## config.mk

```make
export PLATFORM = sky130hd
export DESIGN_NAME = sit_front
export DESIGN_NICKNAME = d
export VERILOG_FILES = /design/src/design/sit_pkg.sv /design/src/design/sit_front.sv
export SDC_FILE = /design/constraint.sdc
export NUM_CORES = 1
export LEC_CHECK = 0
export BUFFER_PORTS_ARGS = -buffer_cell sky130_fd_sc_hd__buf_4
export CORE_MARGIN = 3
export CORE_UTILIZATION = 24
export DETAILED_ROUTE_END_ITERATION = 7
export GPL_TIMING_DRIVEN = 0
export HOLD_SLACK_MARGIN = 0.12
export PLACE_DENSITY_LB_ADDON = 0.08
export REMOVE_ABC_BUFFERS = 1
export SYNTH_ARGS = -nofsm -noshare
export SYNTH_HDL_FRONTEND = slang
export SYNTH_SLANG_ARGS = --single-unit
```

## constraint.sdc

```tcl
create_clock -name clk_i -period 4.1 [get_ports clk_i]
set_clock_uncertainty 0.05 [all_clocks]
set_input_delay 0.205 -clock clk_i [delete_from_list [all_inputs] [get_ports clk_i]]
set_output_delay 0.205 -clock clk_i [all_outputs]
set_load 0.02 [all_outputs]
```

## src/design/sit_pkg.sv

```systemverilog
`default_nettype none

package sit_pkg;

  // Widths of every coordinate field on the ports and of the tolerance register.
  localparam int unsigned FIELD_WIDTH     = 32;
  localparam int unsigned TOL_WIDTH       = 62;
  localparam int unsigned COORD_WIDTH_DEF = 32;

  // Four segment endpoints and four orientation tests per item.
  localparam int unsigned NUM_PTS    = 4;
  localparam int unsigned NUM_ORIENT = 4;

  typedef logic [1:0] pt_idx_t;

  localparam pt_idx_t PT_A1 = 2'd0;  // first segment start
  localparam pt_idx_t PT_B1 = 2'd1;  // first segment end
  localparam pt_idx_t PT_A2 = 2'd2;  // second segment start
  localparam pt_idx_t PT_B2 = 2'd3;  // second segment end

  // Point triplets (p, q, r) of the four orientation tests. The bounding box
  // test that goes with each one checks r against the box spanned by p and q.
  localparam pt_idx_t TRI_P [NUM_ORIENT] = '{PT_A1, PT_A1, PT_A2, PT_A2};
  localparam pt_idx_t TRI_Q [NUM_ORIENT] = '{PT_B1, PT_B1, PT_B2, PT_B2};
  localparam pt_idx_t TRI_R [NUM_ORIENT] = '{PT_A2, PT_B2, PT_A1, PT_B1};

  typedef enum logic [1:0] {
    ORIENT_COL = 2'd0,
    ORIENT_CW  = 2'd1,
    ORIENT_CCW = 2'd2
  } orient_e;

endpackage

`default_nettype wire

```

## src/design/sit_front.sv

```systemverilog
`default_nettype none

module sit_front import sit_pkg::*; #(
  parameter int unsigned COORD_WIDTH = COORD_WIDTH_DEF
) (
  input  logic                          clk_i,
  input  logic                          en_i,
  input  logic [FIELD_WIDTH-1:0]        pt_north_i [NUM_PTS],
  input  logic [FIELD_WIDTH-1:0]        pt_east_i  [NUM_PTS],
  output logic signed [COORD_WIDTH:0]   x0_o       [NUM_ORIENT],
  output logic signed [COORD_WIDTH:0]   y0_o       [NUM_ORIENT],
  output logic signed [COORD_WIDTH:0]   x1_o       [NUM_ORIENT],
  output logic signed [COORD_WIDTH:0]   y1_o       [NUM_ORIENT],
  output logic [NUM_ORIENT-1:0]         box_o
);

  localparam int unsigned DW = COORD_WIDTH + 1;

  logic signed [COORD_WIDTH-1:0] pn [NUM_PTS];
  logic signed [COORD_WIDTH-1:0] pe [NUM_PTS];

  logic signed [DW-1:0]  x0_d [NUM_ORIENT];
  logic signed [DW-1:0]  y0_d [NUM_ORIENT];
  logic signed [DW-1:0]  x1_d [NUM_ORIENT];
  logic signed [DW-1:0]  y1_d [NUM_ORIENT];
  logic [NUM_ORIENT-1:0] box_d;

  for (genvar i = 0; i < NUM_PTS; i++) begin : g_pt
    assign pn[i] = $signed(pt_north_i[i][COORD_WIDTH-1:0]);
    assign pe[i] = $signed(pt_east_i[i][COORD_WIDTH-1:0]);
  end

  // Operand differences of the cross product for triplet (p, q, r):
  // (q.e - p.e) * (r.n - q.n) - (q.n - p.n) * (r.e - q.e).
  for (genvar k = 0; k < NUM_ORIENT; k++) begin : g_tri
    localparam pt_idx_t P = TRI_P[k];
    localparam pt_idx_t Q = TRI_Q[k];
    localparam pt_idx_t R = TRI_R[k];

    assign x0_d[k] = DW'(pe[Q]) - DW'(pe[P]);
    assign y0_d[k] = DW'(pn[R]) - DW'(pn[Q]);
    assign x1_d[k] = DW'(pn[Q]) - DW'(pn[P]);
    assign y1_d[k] = DW'(pe[R]) - DW'(pe[Q]);

    // Point r lies inside the inclusive box spanned by p and q.
    assign box_d[k] = ((pn[R] <= pn[P]) || (pn[R] <= pn[Q]))
                   && ((pn[R] >= pn[P]) || (pn[R] >= pn[Q]))
                   && ((pe[R] <= pe[P]) || (pe[R] <= pe[Q]))
                   && ((pe[R] >= pe[P]) || (pe[R] >= pe[Q]));
  end

  always_ff @(posedge clk_i) begin
    if (en_i) begin
      x0_o  <= x0_d;
      y0_o  <= y0_d;
      x1_o  <= x1_d;
      y1_o  <= y1_d;
      box_o <= box_d;
    end
  end

endmodule

`default_nettype wire

```

Word level (Yosys, flattened, before mapping)

Index checks and enable logic that the tools add are counted.

Register bits after elaboration: 400
Bits in latches: 0
Memory bits (writable): 0
Memory bits (read-only): 0
Bits of input ports: 258
Output and inout port bits: 532
Logic and storage cells: 85
Memories: 0

$add $sub $neg: 12
Multiply operators: 0
Divide/modulo/power cells: 0
Order comparisons: 32
Equal/unequal tests: 0
Shift-type cells: 0
Muxes and demuxes: 0
Bitwise logic cells: 0
Reduce and logical (&&, ||, !) cells: 28

Operator list:

| cell                            | count |
|---|---|
| >= comparator 32 bit            | 16 |
| less-or-equal comparator 32 bit | 16 |
| subtractor 32 x 32 -> 33 bit    | 12 |
| logical OR 1 bit                | 16 |
| logical AND 1 bit               | 12 |

Longest topological paths before layout

Depth in word-level cells: 5
Mapped depth: 14
Depth with buffers taken out: 14

Worst setup path before layout

No wires, ideal clock.

Path type: in2reg
Start: input port pt_north_i[8] (netlist bit)
End: register y0_o[96] (netlist bit), data pin
Setup time: 0.268 ns
Data arrival time: 2.804 ns
Required time: 3.782 ns
Slack: 0.978 ns
Stages on the path: 13
Path buffers: 1
Cells stage by stage: inv_1 > ha_1 > buf_2 > and2_1 > or2_0 > a21oi_1 > o21a_1 > a31oi_1 > a221o_1 > a311o_1 > a221oi_2 > o221ai_1 > xor2_1

RTL lines:

| element              | RTL line        | RTL |
|---|---|---|
| start, declared      | sit_front.sv:8  | `input logic [FIELD_WIDTH-1:0] pt_north_i [NUM_PTS],` |
| end signal, assigned | sit_front.sv:55 | `y0_o <= y0_d;` |
| end, declared        | sit_front.sv:11 | `output logic signed [COORD_WIDTH:0] y0_o [NUM_ORIENT],` |

==> results.txt <==
- Run status: completed
* Overall die height: 383 um
- Layout cell share with drive strength beyond 1: 19.7%
- The analysis attributes to cell leakage a power of 21.2 nW.
- Synthesized netlist cell count: 3,570
- Clock Path Buffers: 3
- Timing would allow up to 0.254 GHz.
* Critical path launch point type: input pin
- Overall via count from detail_route: 30,100
* CTS HTree Levels: 2
* Critical Setup Path Class: input pin to register
- In the final routed layout, each cell accounts on average for 24.2 um.
- Summed over all layers, the global routing overflow is 0.
- Once placement completed, the tool counted placed cells totaling 6,039.
* Power per standard cell area: 383 mW/mm^2
- CP cell instances: buf_4 -> dlygate4sd3_1 -> ha_1 -> fa_1 -> nor2b_1 -> o21ai_0 -> a21boi_1 -> o21a_1 -> a21oi_1 -> a21oi_1 -> a21oi_1 -> o21bai_1 -> a21oi_1 -> xnor2_1 -> dlygate4sd3_1
- For this run, the total global-route usage over all layers was measured as 20.6%.
- The biggest area contributor in the post-synthesis netlist is sky130_fd_sc_hd__edfxtp_1.
- Fin Setup TNS: 0 ns
- The hold violation total from the final report came to 0.
- The floorplan step defined a die boundary enclosing 0.146 mm^2.
* Most utilized layer in the global route result: met2
- For this configuration, the core starts out at a cell density of 24.3%.
* Final cell count without fillers: 6,479
* Count of final max-slew check failures: 0
- Yosys printed 0 warnings.
- Met1 capacity usage during global routing: 25.1%
* Final-layout worst hold slack: 0.182 ns
* Count of final setup violators: 0
* Count of routing violations after the opening detailed-route iteration: 1,598
* Total routed wirelength: 157 mm
- Of all nets on the critical path, the largest fanout is 3.
- After detailed routing, the number of vias per cell comes to 4.64.
- In the global route stage, met2 resource usage came out at 36.5%.
- CP Data Required Time: 4.44 ns
- Cell at the slowest stage of the critical path: sky130_fd_sc_hd__dlygate4sd3_1
* Post-synth EDFFs: 398
* Port Buffers: 789
- FF/Latch Area: 0.0120 mm^2
* Net count reported at finish: 5,279
* Minimum clock period after layout: 3.94 ns
- Clock tree root buffer cell: sky130_fd_sc_hd__clkbuf_16
- DRC errors left: 0
- Setup repair after global routing missed its margin: false
- CP max stage delay: 0.60 ns
- In the final layout, the multi-input gates occupy 0.0196 mm^2.
- STA classifies the critical path endpoint as a register.
- The area growth from synthesis to layout is 35.9%.
* First-pass GRT wire length: 220 mm
* Final core utilization: 33.0%
- Primary FF master, synth: sky130_fd_sc_hd__edfxtp_1
- The share of the Yosys chip area taken by registers is 35.1%.
- Routability congestion estimate: 0.889
- Worst path arrival time: 4.28 ns
* Synthesized area: 0.0341 mm^2
- Max-Slew Margin vs Limit: 38.8%
* Top-area cell type share of the netlist area: 35.1%
* Avg Inst Size Synth: 9.54 um^2
- Counting flops with an async set or reset pin after synthesis yields a share of 0%.
* Largest cells by area after synthesis: sky130_fd_sc_hd__edfxtp_1 35%, sky130_fd_sc_hd__ha_1 17%, sky130_fd_sc_hd__xnor2_1 5.9%
- Final antenna-violating net count: 0
* Distinct cells, synth: 85
- The worst path uses 96.0% of the clock period.
* Row count: 137
- Maximum number of pins on one net before global-route repair: 102
- Pin placement for this block handled 790 I/O pins.
* CP top delay family: compound AO/OA/AOI/OAI gates
* Worst min path class: input pin to register
* Filler Cells Inserted: 14,800
- TritonCTS built the clock tree.
- The core region is 0.140 mm^2.
* Global routing met3 resource utilization: 4.75%
- Final HPWL DP: 131 mm
- Sinks on Clock Net: 398
- Worst vdd ir: 0.310 mV
- The via count of the first global-routing pass is 31,600.
- Across the run, the number of max-cap violations was 0.
- Ranking of synthesized cells by instance count: 456 x sky130_fd_sc_hd__ha_1, 398 x sky130_fd_sc_hd__edfxtp_1, 356 x sky130_fd_sc_hd__inv_1
* Most used cell along the critical path: sky130_fd_sc_hd__a21oi_1
* First-pass DRT Iterations: 5
- Least-Margin Pin Slew: 0.911 ns
- Count leader, synth: sky130_fd_sc_hd__ha_1
- Clock-pin slew was measured on the worst setup and hold paths at 0.06 ns.
- Measured along the x axis, the die boundary spans 383 um.
- The initial antenna violation count is 13.
- The critical path contains buffers and inverters numbering 3 combined.
* Overall power after layout: 17.7 mW
- The number of clock buffers added by TritonCTS is 55.
* Seq cells post-synth: 398
[power by group]
group	leakage, nW	internal, mW	switching (mW)
clock network	0.813	2.70	2.04
registers	3.89	5.40	0.345
logic	16.5	2.98	4.27
total	21.2	11.1	6.66
[state kept, by name, summed over array words and instances, names as in the netlist]
name   cells
x1_o      66
y0_o     131
x0_o      66
y1_o     131
box_o      4
[layout by cell type (no fill, tap or decap), types with 57 or more instances in the layout]
master                          count
sky130_fd_sc_hd__edfxtp_1         398
sky130_fd_sc_hd__a21o_1           231
sky130_fd_sc_hd__ha_1             456
sky130_fd_sc_hd__nor2_1           206
sky130_fd_sc_hd__nor2b_1           62
sky130_fd_sc_hd__xor2_1           107
sky130_fd_sc_hd__xnor2_1          231
sky130_fd_sc_hd__buf_4            788
sky130_fd_sc_hd__nand3_1           57
sky130_fd_sc_hd__clkbuf_16         57
sky130_fd_sc_hd__nand4_1           65
sky130_fd_sc_hd__o21ai_0          177
sky130_fd_sc_hd__a21oi_1          328
sky130_fd_sc_hd__inv_1            356
sky130_fd_sc_hd__nand2_1          156
sky130_fd_sc_hd__dlygate4sd3_1    333
sky130_fd_sc_hd__o21a_1            58
[final timing paths]
check / start / to / slack (ns) / cells after the start
worst min-delay path: pt_north_i[121] / y0_o[58] / 0.18 / 3
worst max-delay path: pt_east_i[64] / y1_o[117] / 0.16 / 15
[metrics by stage]
| stage | instance area [um^2] | worst slack, ns |
|---|---|---|
| 2_1_floorplan | 32800 | 0.993 |
| 3_3_place_gp | 41100 | -1.11 |
| 3_5_place_dp | 41200 | -0.486 |
| 4_1_cts | 46200 | 0.00818 |
| 5_1_grt | 46300 | 0.0188 |
| 6_report | 46300 | 0.164 |
[routing by layer]
layer,up-vias,share of wire [%]
met1,14400,43
met3,140,6.1
li1,14800,-
met2,772,49
met4,2,2.4
met5,-,0.0070
[final cells by class]
class	instances	share of cell area, %
diodes	11	0.0595
clock buffers	69	3.18
clock inverters	27	0.462
inverters	358	2.90
multi-input cells	2613	42.2
flip-flops and latches	398	25.8
well taps	1876	5.07
repair buffers	1127	20.3
[what timing repair did]
| item | 4_1_cts | 5_1_grt |
|---|---|---|
| hold buffers | 333 | 0 |
| buffers inserted | 0 | 0 |
| setup endpoints to repair | 0 | 19 |
| endpoints found under the hold margin | 285 | 0 |
| gates resized for setup | 0 | 17 |
[kinds of logic after synthesis]
group           synth area share [%]
compound gates                  20.3
xor+xnor                        8.69
fa+ha+maj                       17.5
buf+inv                         7.66
flops                           35.1
mux                            0.151
simple gates                    10.6
(Power assumes the default switching activity.)
